**config.mk**
```make
export PLATFORM = sky130hd
export DESIGN_NAME = riff_wave_pcm8_parser_unit
export DESIGN_NICKNAME = d
export VERILOG_FILES = /design/src/rtl/wpp_pkg.sv /design/src/rtl/wpp_parse.sv /design/src/rtl/wpp_outq.sv /design/src/rtl/riff_wave_pcm8_parser_unit.sv
export SDC_FILE = /design/constraint.sdc
export NUM_CORES = 1
export LEC_CHECK = 0
export BUFFER_PORTS_ARGS = -buffer_cell sky130_fd_sc_hd__buf_2
export CAP_MARGIN = 20
export CORE_MARGIN = 2
export CORE_UTILIZATION = 35
export CTS_CLUSTER_DIAMETER = 50
export DETAILED_ROUTE_END_ITERATION = 10
export HOLD_SLACK_MARGIN = 0.02
export REMOVE_ABC_BUFFERS = 1
export SETUP_SLACK_MARGIN = 0.4
export SYNTH_ARGS = -nofsm -noshare
export SYNTH_HDL_FRONTEND = slang
export SYNTH_SLANG_ARGS = --single-unit
```
**constraint.sdc**
```tcl
create_clock -name clk -period 20.1 [get_ports clk]
set_input_delay 4.02 -clock clk [delete_from_list [all_inputs] [get_ports clk]]
set_output_delay 4.02 -clock clk [all_outputs]
set_load 0.005 [all_outputs]
```
**src/rtl/wpp_pkg.sv**
```systemverilog
// Shared types and constants for the WAV mono 8-bit PCM parser.
// No dependencies; every module of the parser imports this package.
`default_nettype none

package wpp_pkg;

  // Result kinds
  localparam logic [1:0] KIND_SAMPLE   = 2'd0;
  localparam logic [1:0] KIND_FINISHED = 2'd1;
  localparam logic [1:0] KIND_ERROR    = 2'd2;

  // Error codes
  localparam logic [1:0] ERR_NOT_WAVE    = 2'd0;
  localparam logic [1:0] ERR_NO_FMT_DATA = 2'd1;
  localparam logic [1:0] ERR_UNSUPPORTED = 2'd2;
  localparam logic [1:0] ERR_SHORT_DATA  = 2'd3;

  // Four-character chunk ids, first byte in the top byte
  localparam logic [31:0] ID_RIFF = 32'h5249_4646;
  localparam logic [31:0] ID_WAVE = 32'h5741_5645;
  localparam logic [31:0] ID_FMT  = 32'h666D_7420;
  localparam logic [31:0] ID_DATA = 32'h6461_7461;

  localparam logic [31:0] FMT_BYTES   = 32'd16;
  localparam logic [7:0]  SAMPLE_BIAS = 8'h80;

  // One result item
  typedef struct packed {
    logic [1:0]        kind;
    logic signed [7:0] sample;
    logic [1:0]        error_code;
    logic [31:0]       sample_rate;
    logic [31:0]       length;
    logic              last;
  } res_t;

  // Up to two results produced by one input item
  typedef struct packed {
    logic [1:0] count;
    res_t       res0;
    res_t       res1;
  } push_t;

endpackage

`default_nettype wire

```
**src/rtl/wpp_parse.sv**
```systemverilog
// Parser state and per-byte decode: header check, chunk walk, fmt fields, data samples.
// Depends on wpp_pkg; produces up to two result items per accepted item.
`default_nettype none

module wpp_parse
  import wpp_pkg::*;
(
  input  wire logic       clk,
  input  wire logic       rst,
  input  wire logic       take,
  input  wire logic [7:0] file_byte,
  input  wire logic       file_end,
  output push_t           push
);

  localparam logic [2:0] PH_HEADER = 3'd0;
  localparam logic [2:0] PH_CHUNK  = 3'd1;
  localparam logic [2:0] PH_FMT    = 3'd2;
  localparam logic [2:0] PH_SKIP   = 3'd3;
  localparam logic [2:0] PH_PAD    = 3'd4;
  localparam logic [2:0] PH_DATA   = 3'd5;
  localparam logic [2:0] PH_HALT   = 3'd6;

  logic [2:0]  phase, phase_next;
  logic [3:0]  field_count, field_count_next;
  logic [31:0] id_shift, id_shift_next;
  logic [31:0] chunk_length, chunk_length_next;
  logic [15:0] channel_count, channel_count_next;
  logic [15:0] sample_bits, sample_bits_next;
  logic [31:0] rate_value, rate_value_next;
  logic        format_seen, format_seen_next;
  logic        pad_pending, pad_pending_next;
  logic [31:0] data_left, data_left_next;

  logic        main_v, fin_v, end_v;
  res_t        main_res, fin_res, end_res;
  logic [31:0] byte_wide;
  logic [31:0] dec_len;
  logic        go_skip;

  assign byte_wide = {24'd0, file_byte};

  // Phase that follows a skip of the given length with the pending pad
  function automatic logic [2:0] skip_phase(input logic [31:0] len, input logic pad);
    logic [2:0] ph;
    if (len != 32'd0) ph = PH_SKIP;
    else if (pad)     ph = PH_PAD;
    else              ph = PH_CHUNK;
    return ph;
  endfunction

  function automatic res_t err_res(input logic [1:0] code);
    res_t r;
    r             = '0;
    r.kind        = KIND_ERROR;
    r.error_code  = code;
    r.last        = 1'b1;
    return r;
  endfunction

  // Decode one byte
  always_comb begin
    phase_next         = phase;
    field_count_next   = field_count;
    id_shift_next      = id_shift;
    chunk_length_next  = chunk_length;
    channel_count_next = channel_count;
    sample_bits_next   = sample_bits;
    rate_value_next    = rate_value;
    format_seen_next   = format_seen;
    pad_pending_next   = pad_pending;
    data_left_next     = data_left;
    main_v             = 1'b0;
    fin_v              = 1'b0;
    end_v              = 1'b0;
    main_res           = '0;
    fin_res            = '0;
    end_res            = '0;
    go_skip            = 1'b0;
    dec_len            = chunk_length - 32'd1;

    unique case (phase)
      PH_HEADER: begin
        id_shift_next    = {id_shift[23:0], file_byte};
        field_count_next = field_count + 4'd1;
        if ((field_count == 4'd3 && id_shift_next != ID_RIFF) ||
            (field_count == 4'd11 && id_shift_next != ID_WAVE)) begin
          main_v     = 1'b1;
          main_res   = err_res(ERR_NOT_WAVE);
          phase_next = PH_HALT;
        end else if (field_count == 4'd11) begin
          phase_next        = PH_CHUNK;
          field_count_next  = 4'd0;
          id_shift_next     = 32'd0;
          chunk_length_next = 32'd0;
        end
      end
      PH_CHUNK: begin
        if (field_count < 4'd4) begin
          id_shift_next = {id_shift[23:0], file_byte};
        end else begin
          unique case (field_count[1:0])
            2'd0: chunk_length_next = chunk_length | byte_wide;
            2'd1: chunk_length_next = chunk_length | (byte_wide << 8);
            2'd2: chunk_length_next = chunk_length | (byte_wide << 16);
            default: chunk_length_next = chunk_length | (byte_wide << 24);
          endcase
        end
        field_count_next = field_count + 4'd1;
        if (field_count == 4'd7) begin
          pad_pending_next = chunk_length_next[0];
          field_count_next = 4'd0;
          if (id_shift_next == ID_FMT) begin
            phase_next = PH_FMT;
          end else if (id_shift_next == ID_DATA) begin
            if (!format_seen || chunk_length_next == 32'd0) begin
              main_v     = 1'b1;
              main_res   = err_res(ERR_NO_FMT_DATA);
              phase_next = PH_HALT;
            end else if (channel_count != 16'd1 || sample_bits != 16'd8) begin
              main_v     = 1'b1;
              main_res   = err_res(ERR_UNSUPPORTED);
              phase_next = PH_HALT;
            end else begin
              data_left_next = chunk_length_next;
              phase_next     = PH_DATA;
            end
          end else begin
            go_skip = 1'b1;
          end
        end
      end
      PH_FMT: begin
        priority case (field_count)
          4'd2:  channel_count_next[7:0]  = file_byte;
          4'd3:  channel_count_next[15:8] = file_byte;
          4'd4:  rate_value_next[7:0]     = file_byte;
          4'd5:  rate_value_next[15:8]    = file_byte;
          4'd6:  rate_value_next[23:16]   = file_byte;
          4'd7:  rate_value_next[31:24]   = file_byte;
          4'd14: sample_bits_next[7:0]    = file_byte;
          4'd15: sample_bits_next[15:8]   = file_byte;
          default: ;
        endcase
        field_count_next = field_count + 4'd1;
        if (field_count == 4'd15) begin
          format_seen_next  = 1'b1;
          field_count_next  = 4'd0;
          chunk_length_next = (chunk_length > FMT_BYTES) ? chunk_length - FMT_BYTES : 32'd0;
          go_skip           = 1'b1;
        end
      end
      PH_SKIP: begin
        chunk_length_next = dec_len;
        if (dec_len == 32'd0) go_skip = 1'b1;
      end
      PH_PAD: begin
        pad_pending_next  = 1'b0;
        phase_next        = PH_CHUNK;
        field_count_next  = 4'd0;
        id_shift_next     = 32'd0;
        chunk_length_next = 32'd0;
      end
      PH_DATA: begin
        main_v          = 1'b1;
        main_res        = '0;
        main_res.kind   = KIND_SAMPLE;
        main_res.sample = signed'(file_byte ^ SAMPLE_BIAS);
        data_left_next  = data_left - 32'd1;
        if (data_left_next == 32'd0) begin
          fin_v               = 1'b1;
          fin_res             = '0;
          fin_res.kind        = KIND_FINISHED;
          fin_res.sample_rate = rate_value;
          fin_res.length      = chunk_length;
          fin_res.last        = 1'b1;
          phase_next          = PH_HALT;
        end
      end
      default: phase_next = PH_HALT;
    endcase

    // Move on after a skipped region: skip, pad or the next chunk header
    if (go_skip) begin
      phase_next = skip_phase(chunk_length_next, pad_pending_next);
      if (phase_next == PH_CHUNK) begin
        field_count_next  = 4'd0;
        id_shift_next     = 32'd0;
        chunk_length_next = 32'd0;
      end
    end

    // File end: report an unfinished run, then restart the parser
    if (file_end) begin
      if (phase_next != PH_HALT) begin
        end_v = 1'b1;
        if (phase_next == PH_HEADER)    end_res = err_res(ERR_NOT_WAVE);
        else if (phase_next == PH_DATA) end_res = err_res(ERR_SHORT_DATA);
        else                            end_res = err_res(ERR_NO_FMT_DATA);
      end
      phase_next         = PH_HEADER;
      field_count_next   = 4'd0;
      id_shift_next      = 32'd0;
      chunk_length_next  = 32'd0;
      channel_count_next = 16'd0;
      sample_bits_next   = 16'd0;
      rate_value_next    = 32'd0;
      format_seen_next   = 1'b0;
      pad_pending_next   = 1'b0;
      data_left_next     = 32'd0;
    end
  end

  // Pack results in order: sample or early error, then finished or end error
  always_comb begin
    push.res0  = main_v ? main_res : end_res;
    push.res1  = fin_v ? fin_res : end_res;
    push.count = {1'b0, main_v} + {1'b0, fin_v} + {1'b0, end_v};
    if (!take) push.count = 2'd0;
  end

  // Advance state on each accepted item
  always_ff @(posedge clk) begin
    if (rst) begin
      phase         <= PH_HEADER;
      field_count   <= 4'd0;
      id_shift      <= 32'd0;
      chunk_length  <= 32'd0;
      channel_count <= 16'd0;
      sample_bits   <= 16'd0;
      rate_value    <= 32'd0;
      format_seen   <= 1'b0;
      pad_pending   <= 1'b0;
      data_left     <= 32'd0;
    end else if (take) begin
      phase         <= phase_next;
      field_count   <= field_count_next;
      id_shift      <= id_shift_next;
      chunk_length  <= chunk_length_next;
      channel_count <= channel_count_next;
      sample_bits   <= sample_bits_next;
      rate_value    <= rate_value_next;
      format_seen   <= format_seen_next;
      pad_pending   <= pad_pending_next;
      data_left     <= data_left_next;
    end
  end

endmodule

`default_nettype wire

```
**src/rtl/wpp_outq.sv**
```systemverilog
// Four-entry result queue: takes up to two result items per cycle, gives one
// while out_stall is low. Depends on wpp_pkg for the result record.
`default_nettype none

module wpp_outq
  import wpp_pkg::*;
(
  input  wire logic clk,
  input  wire logic rst,
  input  push_t     push,
  output logic      full,
  output logic      out_valid,
  input  wire logic out_stall,
  output res_t      head
);

  res_t       mem [4];
  logic [1:0] wr_ptr;
  logic [1:0] rd_ptr;
  logic [2:0] count;
  logic       pop;

  assign out_valid = (count != 3'd0);
  assign pop       = out_valid && !out_stall;
  // Room for two more items is required before accepting input
  assign full      = (count > 3'd2);
  assign head      = mem[rd_ptr];

  // Write incoming results
  always_ff @(posedge clk) begin
    if (push.count != 2'd0) mem[wr_ptr] <= push.res0;
    if (push.count == 2'd2) mem[wr_ptr + 2'd1] <= push.res1;
  end

  // Track pointers and fill level
  always_ff @(posedge clk) begin
    if (rst) begin
      wr_ptr <= 2'd0;
      rd_ptr <= 2'd0;
      count  <= 3'd0;
    end else begin
      wr_ptr <= wr_ptr + push.count;
      if (pop) rd_ptr <= rd_ptr + 2'd1;
      count <= count + {1'b0, push.count} - {2'd0, pop};
    end
  end

endmodule

`default_nettype wire

```
**src/rtl/riff_wave_pcm8_parser_unit.sv**
```systemverilog
// Top level of the WAV mono 8-bit PCM parser: byte decoder plus result queue.
// Depends on wpp_pkg, wpp_parse and wpp_outq.
//
// Usage: feed the file one byte per item on the input channel (in_valid,
// in_stall, file_byte, file_end). Result items leave on the output channel
// (out_valid, out_stall, kind, sample, error_code, sample_rate, length, last).
// Each data byte gives one sample item; the last data byte also gives a
// finished item with length and rate. Header or format problems give an error
// item, and a byte flagged file_end restarts the parser after its own results,
// adding an error item if the run had not ended yet.
// With an empty queue, results of a byte appear in the cycle after it is
// accepted; items already waiting in the queue go out first.
// Throughput: one byte per cycle while in_stall is low; the decode is a single
// registered pass and the four-entry result queue absorbs the two-result bytes.
// in_stall rises when the queue holds three or four items, so behind a
// stalled receiver bytes keep entering until that many result items wait.
// Reset: rst (synchronous) returns the parser to expecting the RIFF header
// and empties the result queue.
`default_nettype none

module riff_wave_pcm8_parser_unit
  import wpp_pkg::*;
(
  input  wire logic        clk,
  input  wire logic        rst,
  input  wire logic        in_valid,
  output logic             in_stall,
  input  wire logic [7:0]  file_byte,
  input  wire logic        file_end,
  output logic             out_valid,
  input  wire logic        out_stall,
  output logic [1:0]       kind,
  output logic signed [7:0] sample,
  output logic [1:0]       error_code,
  output logic [31:0]      sample_rate,
  output logic [31:0]      length,
  output logic             last
);

  push_t push;
  res_t  head;
  logic  full;
  logic  take;

  assign in_stall = full;
  assign take     = in_valid && !full;

  wpp_parse u_parse (
    .clk       (clk),
    .rst       (rst),
    .take      (take),
    .file_byte (file_byte),
    .file_end  (file_end),
    .push      (push)
  );

  wpp_outq u_outq (
    .clk       (clk),
    .rst       (rst),
    .push      (push),
    .full      (full),
    .out_valid (out_valid),
    .out_stall (out_stall),
    .head      (head)
  );

  // Drive result fields from the queue head
  assign kind        = head.kind;
  assign sample      = head.sample;
  assign error_code  = head.error_code;
  assign sample_rate = head.sample_rate;
  assign length      = head.length;
  assign last        = head.last;

`ifndef SYNTHESIS
  a_sample_not_last: assert property (@(posedge clk) disable iff (rst)
    (out_valid && kind == KIND_SAMPLE) |-> !last)
    else $error("sample item marked last");

  a_finished_clean: assert property (@(posedge clk) disable iff (rst)
    (out_valid && kind == KIND_FINISHED) |-> (last && error_code == ERR_NOT_WAVE
      && sample == 8'sd0))
    else $error("finished item carries stray fields");

  a_stall_needs_backlog: assert property (@(posedge clk) disable iff (rst)
    in_stall |-> out_valid)
    else $error("input stalled with empty result queue");
`endif

endmodule

`default_nettype wire
```
==> results of run 1 <==
==> placed cells by master (no fill, tap or decap), types with 55 or more instances in the layout <==
cell type                   synthesis  routed
sky130_fd_sc_hd__edfxtp_1         276     276
sky130_fd_sc_hd__and3_1           261     260
sky130_fd_sc_hd__nor2_1           217     217
sky130_fd_sc_hd__dfxtp_1          210     208
sky130_fd_sc_hd__a21oi_1          151     151
sky130_fd_sc_hd__nand2_1          128     128
sky130_fd_sc_hd__buf_2              7      92
sky130_fd_sc_hd__mux4_2            77      77
sky130_fd_sc_hd__nand3_1           73      73
sky130_fd_sc_hd__o21ai_0           72      72
sky130_fd_sc_hd__nor3_1            69      66
sky130_fd_sc_hd__buf_4              0      65
sky130_fd_sc_hd__mux2i_1           59      59
sky130_fd_sc_hd__clkbuf_16          0      55
==> per-layer routing <==
layer | wire length [um] | vias to the layer above | part of all wire [%] | global-route usage, %
li1 | - | 9256 | - | -
met5 | 25 | - | 0.029 | 0
met4 | 3080 | 4 | 3.6 | 8.82
met2 | 39000 | 986 | 46 | 35.2
met1 | 36500 | 10277 | 43 | 30.9
met3 | 7010 | 208 | 8.2 | 4.20
==> power by group through the flow <==
stage | clock network [uW] | registers [uW] | logic (uW)
2_1_floorplan | 0 | 1150 | 225
3_3_place_gp | 0 | 1140 | 380
3_5_place_dp | 0 | 1140 | 383
4_1_cts | 1030 | 1120 | 384
5_1_grt | 1070 | 1130 | 413
6_report | 1010 | 1120 | 381
==> cell type report <==
type	count	area, um^2
flip-flops and latches	486	12500
inverters	27	101
repair buffers	161	1030
clock inverters	27	347
fillers	6931	42900
well taps	950	1190
multi-input cells	1698	11700
clock buffers	76	1520
==> registers in the layout (all words and copies together) (netlist names), named ones only <==
register and flops:
u_parse.data_left 32, u_outq.count 3, u_parse.channel_count 16, u_outq.wr_ptr 2, u_parse.id_shift 32, u_parse.phase 3, u_parse.sample_bits 16, u_parse.rate_value 32
u_parse.chunk_length 32, u_parse.field_count 4, u_parse.pad_pending 1, u_parse.format_seen 1, u_outq.mem 308, u_outq.rd_ptr 2
==> kinds of logic (layout without fill, tap and decap cells) <==
kind of cell	count (synthesis)	count (layout)	synth area share, %
AOI/OAI and AO/OA	479	479	12.3
xor gates and xnor gates	39	39	1.36
adders and majority gates	17	17	0.904
buffers and inverters	270	291	4.15
DFF	486	486	49.6
muxes	138	138	9.31
and+or+nand+nor	1025	1025	22.4
==> through the flow <==
stage / instances / area (um^2) / hold slack [ps] / setup WS, ps / utilization [%]
after CTS: 3421 / 28300 / 456 / 10870 / 39.7
final: 3425 / 28400 / 453 / 11120 / 39.8
after global routing: 3425 / 28400 / 476 / 10750 / 39.8
after detailed placement: 3318 / 26500 / 448 / 10210 / 37.1
after global placement: 3316 / 26500 / 442 / 10240 / 37.1
after floorplan: 2211 / 24300 / 420 / 5690 / -
==> worst min-delay path: cells and delay by family, from the launching register on <==
family          cells  cell delay, ps
compound gates      1              50
flops               1             300
simple gates        1              50
==> final timing paths <==
kind	startpoint	endpoint	slack, ps
max reg2reg	u_parse.data_left[1]$_SDFFE_PP0P_	u_outq.mem[1][14]$_DFFE_PP_	12700
max	file_byte[3]	u_outq.mem[1][14]$_DFFE_PP_	11120
min reg2reg	u_outq.mem[3][72]$_SDFFE_PP0N_	u_outq.mem[3][72]$_SDFFE_PP0N_	450
min	u_outq.mem[3][72]$_SDFFE_PP0N_	u_outq.mem[3][72]$_SDFFE_PP0N_	450
==> results.txt, run 1 <==
----------------------------------------------------
[Run status]
  Outcome ... completed

[Clock tree]
  Clock sink count ... 486
  Count of H-tree levels built during CTS ... 2
  Number of clock buffers inserted by TritonCTS ... 55
  Post CTS Setup Buffer Count ... 0
  Latest clock arrival within the worst-skew pair ... ~660 ps
  Clock tree from TritonCTS ... built
  Number of buffers inserted for hold repair after clock tree synthesis ... 0
  Root Driver ... sky130_fd_sc_hd__clkbuf_16
  Worst-case clock buffer depth ... 3
  Count of instances resized after the clock tree is built ... 0
  Clk pin slew, worst setup/hold paths ... approximately 60 ps

[Timing]
  Final worst-path cycle share ... around 45%
  Final hold violations ... 0
  Final-layout setup total negative slack ... 0 ps
  Normalized max-slew margin ... about 25%
  Time the final worst path needs with I/O delays and setup ... 8980 ps
  Post-route clock skew ... around 85 ps
  Unrepaired setup endpoints after global routing ... no
  Final-report max-slew violation count ... 0
  Worst Max-Slew Pin Slew ... between 1000 and 1500 ps
  Maximum operating frequency ... ~0.11 GHz
  Number of setup violations in the final report ... 0

[Placement]
  Final RePlAce weighted congestion ... just under 1
  Port Buffers ... a little over 90
  DP HPWL ... 55000 um

[Setup path]
  Worst setup SP type ... input pin
  Startpoint-to-endpoint class of the critical path ... input pin to flip-flop
  Biggest fanout along the worst timing path ... 60
  Arrival time of data at the critical path endpoint ... between 9000 and 10000 ps
  Sequence of cells on the critical path ... buf_2 -> or4_1 -> nand3_1 -> nand4_1 -> a221oi_1 -> o21ai_0 -> nand3_1 -> a21oi_1 -> nand3b_1 -> a21o_1 -> inv_1 -> fa_1 -> o21ai_1 -> nor2_1 -> nor2_1 -> inv_2 -> buf_4 -> buf_16
  Maximum single-stage delay on the critical path ... 710 ps
  Standard cell with the maximum stage delay on the critical path ... sky130_fd_sc_hd__fa_1
  Critical path depth in cells ... 18
  Nature of the critical path endpoint ... flip-flop
  Worst reg2reg path depth ... 20
  Required time at the worst-slack endpoint ... a little over 20000 ps
  Buffering stage count on the worst path with inverters included ... 5
  Kind of cell with the highest combined delay on the critical path ... simple AND/OR/NAND/NOR gates

[Synth]
  Library cell with the highest instance count after synthesis ... sky130_fd_sc_hd__edfxtp_1
  Top cells by area in the synthesized netlist ... sky130_fd_sc_hd__edfxtp_1 (33%), sky130_fd_sc_hd__dfxtp_1 (17%), sky130_fd_sc_hd__mux4_2 (6.9%), sky130_fd_sc_hd__and3_1 (6.5%), sky130_fd_sc_hd__clkbuf_1 (3.3%)
  Register bit total from synthesis ... roughly 490
  Ranking of synthesized cells by instance count ... sky130_fd_sc_hd__edfxtp_1 (276), sky130_fd_sc_hd__and3_1 (261), sky130_fd_sc_hd__clkbuf_1 (221)
  Fraction of synthesized cell area taken by the top area cell type ... about 33%
  Count of flip-flops with a built-in enable after synthesis ... between 200 and 300
  Synthesized cell area ... 25200 um^2
  Flip-flop cell with the highest count after synthesis ... sky130_fd_sc_hd__edfxtp_1
  Warning count from the yosys run ... 0
  Post-synthesis area per instance ... 10.3 um^2
  Asr flop ratio synth ... 0%
  Area leader, netlist ... sky130_fd_sc_hd__edfxtp_1
  Post-synthesis cell type count ... 80
  Share of synthesized area occupied by flip-flops and latches ... slightly below 50%
  Cell count after synthesis ... between 2000 and 2500

[Routing]
  WL final ... about 86000 um
  Via-to-Cell Ratio ... slightly above 6
  Number of antenna-violating nets in the routed design ... 0
  1st-iter DRT viols ... 2229
  DRC viols ... 0
  Via count of the routed design ... 20731
  Post-DR wirelength/cell ... between 20 and 25 um
  Number of detailed-routing iterations run before antenna repair ... 8

[Floorplanning]
  Standard cell core area ... ~71000 um^2
  Boundary Pins ... 92
  Die width ... between 200 and 300 um
  Die Y ... 272 um
  Site Rows ... about 100
  Effective utilization at floorplan ... between 30% and 40%
  Overall die area ... 74200 um^2

[Layout]
  Fin nets ... between 2000 and 2500
  Antenna diode instance count ... 0
  Area grow syn2layout ... 12.7%
  Fraction of final layout cells with drive strength greater than 1 ... 14.9%

[Min path]
  Path class of the lowest-slack min-delay path ... flip-flop to flip-flop
  Number of stages on the worst hold path ... 2

[Global route]
  Pin count of the biggest net entering global routing ... 138
  Global routing usage summed across all routing layers ... between 20% and 30%
  Wire length of the first global-routing pass ... 129000 um
  Number of antenna violations at the first check in global routing ... 3
  Vias in the first global route ... around 20000
  Overflow after GRT ... 0

[Power and ir drop]
  Net switching fraction of the power ... between 20 and 30%
  Part of the total power dissipated in sequential elements ... ~45%
  Clock share of power ... around 40%
  Share of total power in combinational logic ... between 10% and 20%
  Power density over cell area ... 88.6 nW/um^2
  Static Leak ... roughly 0.011 uW
  Net switching power figure ... 676 uW
  Final total power ... between 2000 and 3000 uW
  Worst vdd ir ... between 70 and 80 uV
  Cell-internal power ... around 1800 uW

[Flow run]
  Max-Cap Viols ... 0

----------------------------------------------------
Power figures use the tool's default switching activity.
==> run 2, diff against run 1 <==
--- a/config.mk
+++ b/config.mk
@@ -5,6 +5,7 @@
 export SDC_FILE = /design/constraint.sdc
 export NUM_CORES = 1
 export LEC_CHECK = 0
+export ABC_AREA = 1
 export BUFFER_PORTS_ARGS = -buffer_cell sky130_fd_sc_hd__buf_2
 export CAP_MARGIN = 20
 export CORE_MARGIN = 2
==> constraint.sdc (replaced) <==
create_clock -name clk -period 9.1 [get_ports clk]
set_input_delay 1.82 -clock clk [delete_from_list [all_inputs] [get_ports clk]]
set_output_delay 1.82 -clock clk [all_outputs]
set_load 0.005 [all_outputs]
==> run 2 against run 1 <==
Via count is 15% higher. Sequential share of layout area is 1.7 points lower. Cell count increased by 30%. Routed wire length rose by 0.72%. Utilization is 0.063 points higher. Sequential power rose by 130%. Clock power grew to 2.6 times the previous value. Sequential cell count stayed put. Global-route usage shrank 0.59 points. Non-clock buffer count down 34. Area after synthesis up 3.4%. Register-to-register slack lost 10000 ps. Critical endpoint is now u_outq.mem[1][24]$_DFFE_PP_. Largest cell class unchanged.
==> results.txt, run 2 <==
----------------------------------------------------
[Synth]
  Top cells by area in the synthesized netlist ... sky130_fd_sc_hd__edfxtp_1 (32%), sky130_fd_sc_hd__dfxtp_1 (16%), sky130_fd_sc_hd__nor2_1 (10%), sky130_fd_sc_hd__nand2_1 (8.9%), sky130_fd_sc_hd__o21ai_0 (6.8%)
  Ranking of synthesized cells by instance count ... sky130_fd_sc_hd__nor2_1 (709), sky130_fd_sc_hd__nand2_1 (617), sky130_fd_sc_hd__o21ai_0 (355)
  XOR/XNOR Fraction of Synth Area ... under 10%
  Library cell with the highest instance count after synthesis ... sky130_fd_sc_hd__nor2_1
  Count of flip-flops with a built-in enable after synthesis ... 276
  Fraction of synthesized cell area taken by the top area cell type ... around a third
  Share of synthesized area occupied by flip-flops and latches ... between 40% and 50%
  Post-synthesis area per instance ... roughly 7.6 um^2
  Adder-Cell Fraction of Synth Area ... less than 1%
  Area leader, netlist ... sky130_fd_sc_hd__edfxtp_1
  Asr flop ratio synth ... 0%
  Synth Area in Compound Gates ... between 10% and 20%
  Warning count from the yosys run ... 0
  Cell count after synthesis ... between 3000 and 4000
  Post-synthesis cell type count ... 53
  Flip-flop cell with the highest count after synthesis ... sky130_fd_sc_hd__edfxtp_1
  Post-synthesis simple-gate area fraction ... about a quarter
  Synthesized cell area ... about 26000 um^2
  Register bit total from synthesis ... between 400 and 500
  Fraction of synthesized area in multiplexers ... 0%
  Dominant combinational cell family by area after synthesis ... simple AND/OR/NAND/NOR gates

[Power and ir drop]
  Final total power ... 6330 uW
  Static Leak ... 0.0110 uW
  Power density over cell area ... around 210 nW/um^2
  Worst vdd ir ... around 140 uV

[Setup path]
  Standard cell with the maximum stage delay on the critical path ... sky130_fd_sc_hd__fa_1
  Startpoint-to-endpoint class of the critical path ... input pin to flip-flop
  Most used cell, CP ... sky130_fd_sc_hd__nand2_1
  Worst setup SP type ... input pin
  Kind of cell with the highest combined delay on the critical path ... simple AND/OR/NAND/NOR gates
  Required time at the worst-slack endpoint ... 9560 ps
  Buffering stage count on the worst path with inverters included ... 8
  Nature of the critical path endpoint ... flip-flop
  Maximum single-stage delay on the critical path ... roughly 530 ps
  Biggest fanout along the worst timing path ... 33
  Arrival time of data at the critical path endpoint ... ~7500 ps

[Routing]
  WL final ... 86200 um
  DRC viols ... 0
  Via-to-Cell Ratio ... 5.37
  Post-DR wirelength/cell ... between 15 and 20 um
  1st-iter DRT viols ... approximately 2600
  Number of antenna-violating nets in the routed design ... 0
  Via count of the routed design ... roughly 24000
  Number of detailed-routing iterations run before antenna repair ... 7

[Layout]
  Area grow syn2layout ... 13.4%
  Register bank with the most flops ... u_outq.mem
  Multi-input combinational cell area ... 11800 um^2
  FF/Latch Area ... approximately 12000 um^2
  Most frequent cells in the layout ... sky130_fd_sc_hd__nor2_1 (707), sky130_fd_sc_hd__nand2_1 (612), sky130_fd_sc_hd__o21ai_0 (355)
  Antenna diode instance count ... 0
  Fin nets ... about 3500
  Fraction of final layout cells with drive strength greater than 1 ... ~8.8%
  Post-route standard cell area excluding fillers ... around 30000 um^2
  Flip-flop count of the largest register after layout ... a little over 300
  Leading cell type in the layout, fill and taps excluded ... sky130_fd_sc_hd__nor2_1
  Filler Cells Inserted ... around 7600
  Core Util, Final ... about 40%

[Timing]
  Final hold violations ... 0
  Post-route clock skew ... roughly 20 ps
  Maximum operating frequency ... between 0.1 and 0.15 GHz
  Hold slack final ... between 400 and 500 ps
  Time the final worst path needs with I/O delays and setup ... a little over 7000 ps
  Final worst-path cycle share ... 77.6%
  Unrepaired setup endpoints after global routing ... no
  Final-layout setup total negative slack ... 0 ps
  Number of setup violations in the final report ... 0
  Worst Max-Slew Pin Slew ... roughly 1100 ps
  Normalized max-slew margin ... between 20% and 30%
  Final-report max-slew violation count ... 0

[Floorplanning]
  Site Rows ... 100
  Effective utilization at floorplan ... 35.2%
  Die Y ... 277 um
  Boundary Pins ... 92
  Die width ... around 280 um
  Overall die area ... about 77000 um^2
  Standard cell core area ... 74100 um^2

[Clock tree]
  Post CTS Setup Buffer Count ... 0
  Worst-case clock buffer depth ... 3
  Count of H-tree levels built during CTS ... 3
  Root Driver ... sky130_fd_sc_hd__clkbuf_16
  Clock sink count ... slightly below 500
  Number of clock buffers inserted by TritonCTS ... 67
  Count of instances resized after the clock tree is built ... 0
  Number of buffers inserted for hold repair after clock tree synthesis ... 0
  Clock tree from TritonCTS ... built
  Latest clock arrival within the worst-skew pair ... between 600 and 700 ps
  Clk pin slew, worst setup/hold paths ... 60 ps

[Placement]
  Placed Instance Area ... about 27000 um^2
  Port Buffers ... 91
  DP HPWL ... slightly below 60000 um
  Final RePlAce weighted congestion ... 0.937

[Global route]
  Global routing usage summed across all routing layers ... between 20% and 30%
  Overflow after GRT ... 0
  Vias in the first global route ... between 20000 and 25000
  Pin count of the biggest net entering global routing ... 97
  Wire length of the first global-routing pass ... 133000 um
  Number of antenna violations at the first check in global routing ... 2

[Min path]
  Path class of the lowest-slack min-delay path ... flip-flop to flip-flop

[Flow run]
  Max-Cap Viols ... 0

[Run status]
  Outcome ... completed

----------------------------------------------------
==> run 2: cell count changes after synthesis, moves of 81 or more <==
cell / previous run / this run
sky130_fd_sc_hd__a21oi_1: 151 / 232
sky130_fd_sc_hd__and3_1: 261 / 0
sky130_fd_sc_hd__clkbuf_1: 221 / 138
sky130_fd_sc_hd__inv_1: 26 / 250
sky130_fd_sc_hd__nand2_1: 128 / 617
sky130_fd_sc_hd__nand3_1: 73 / 165
sky130_fd_sc_hd__nor2_1: 217 / 709
sky130_fd_sc_hd__o21ai_0: 72 / 355
==> run 2: per-stage QoR <==
step / setup slack (ps) / instances
finish: 2040 / 4449
global route: 1520 / 4449
CTS: 2160 / 4449
detailed placement: 1550 / 4325
global placement: 1720 / 4325
floorplan: 837 / 3229
==> run 2: routing by layer <==
metal  vias up  GRT usage [%]  part of all wire (%)
met5         -              0                 0.030
met4         4           8.04                   3.3
li1      11533              -                     -
met3       188           3.32                   6.5
met1     11309           29.6                    44
met2       853           35.7                    47
==> run 2: worst reg2reg max path, delay by kind of cell, from the launching register on <==
family / cells / cell delay (ps)
AND/OR/NAND/NOR: 22 / 3770
buffers and inverters: 8 / 1640
flip-flops: 1 / 650
adder cells (fa/ha/maj): 1 / 530
==> run 2: cell families (layout without fill, tap and decap cells) <==
group,after synthesis,after routing
compound gates,782,782
xor+xnor,54,54
fa+ha+maj,17,17
buf+inv,461,526
flops,486,486
simple gates,1615,1615
==> run 2: cell type report <==
type                       instances  share of cell area [%]
tap                              969                    4.10
timing repair buffer             127                    2.63
clock buffer                      90                    6.45
multi-input combinational       2468                    39.8
inverter                         275                    3.51
clock inverter                    34                    1.17
sequential                       486                    42.3
==> run 2: final timing paths <==
| kind | from | endpoint | slack [ps] | cells after the start |
|---|---|---|---|---|
| setup / recovery | file_byte[6] | u_outq.mem[1][24]$_DFFE_PP_ | 2040 | 32 |
| hold reg to reg | u_parse.sample_bits[8]$_SDFFE_PP0P_ | u_parse.sample_bits[8]$_SDFFE_PP0P_ | 460 | 2 |
| hold / removal | u_parse.sample_bits[8]$_SDFFE_PP0P_ | u_parse.sample_bits[8]$_SDFFE_PP0P_ | 460 | 2 |
| setup reg to reg | u_parse.field_count[2]$_SDFFE_PP0P_ | u_outq.mem[1][24]$_DFFE_PP_ | 2380 | 31 |
==> run 2: report_power, final <==
part / switching, uW / internal (uW)
clock: 1060 / 1560
combinational: 769 / 385
sequential: 91.7 / 2470
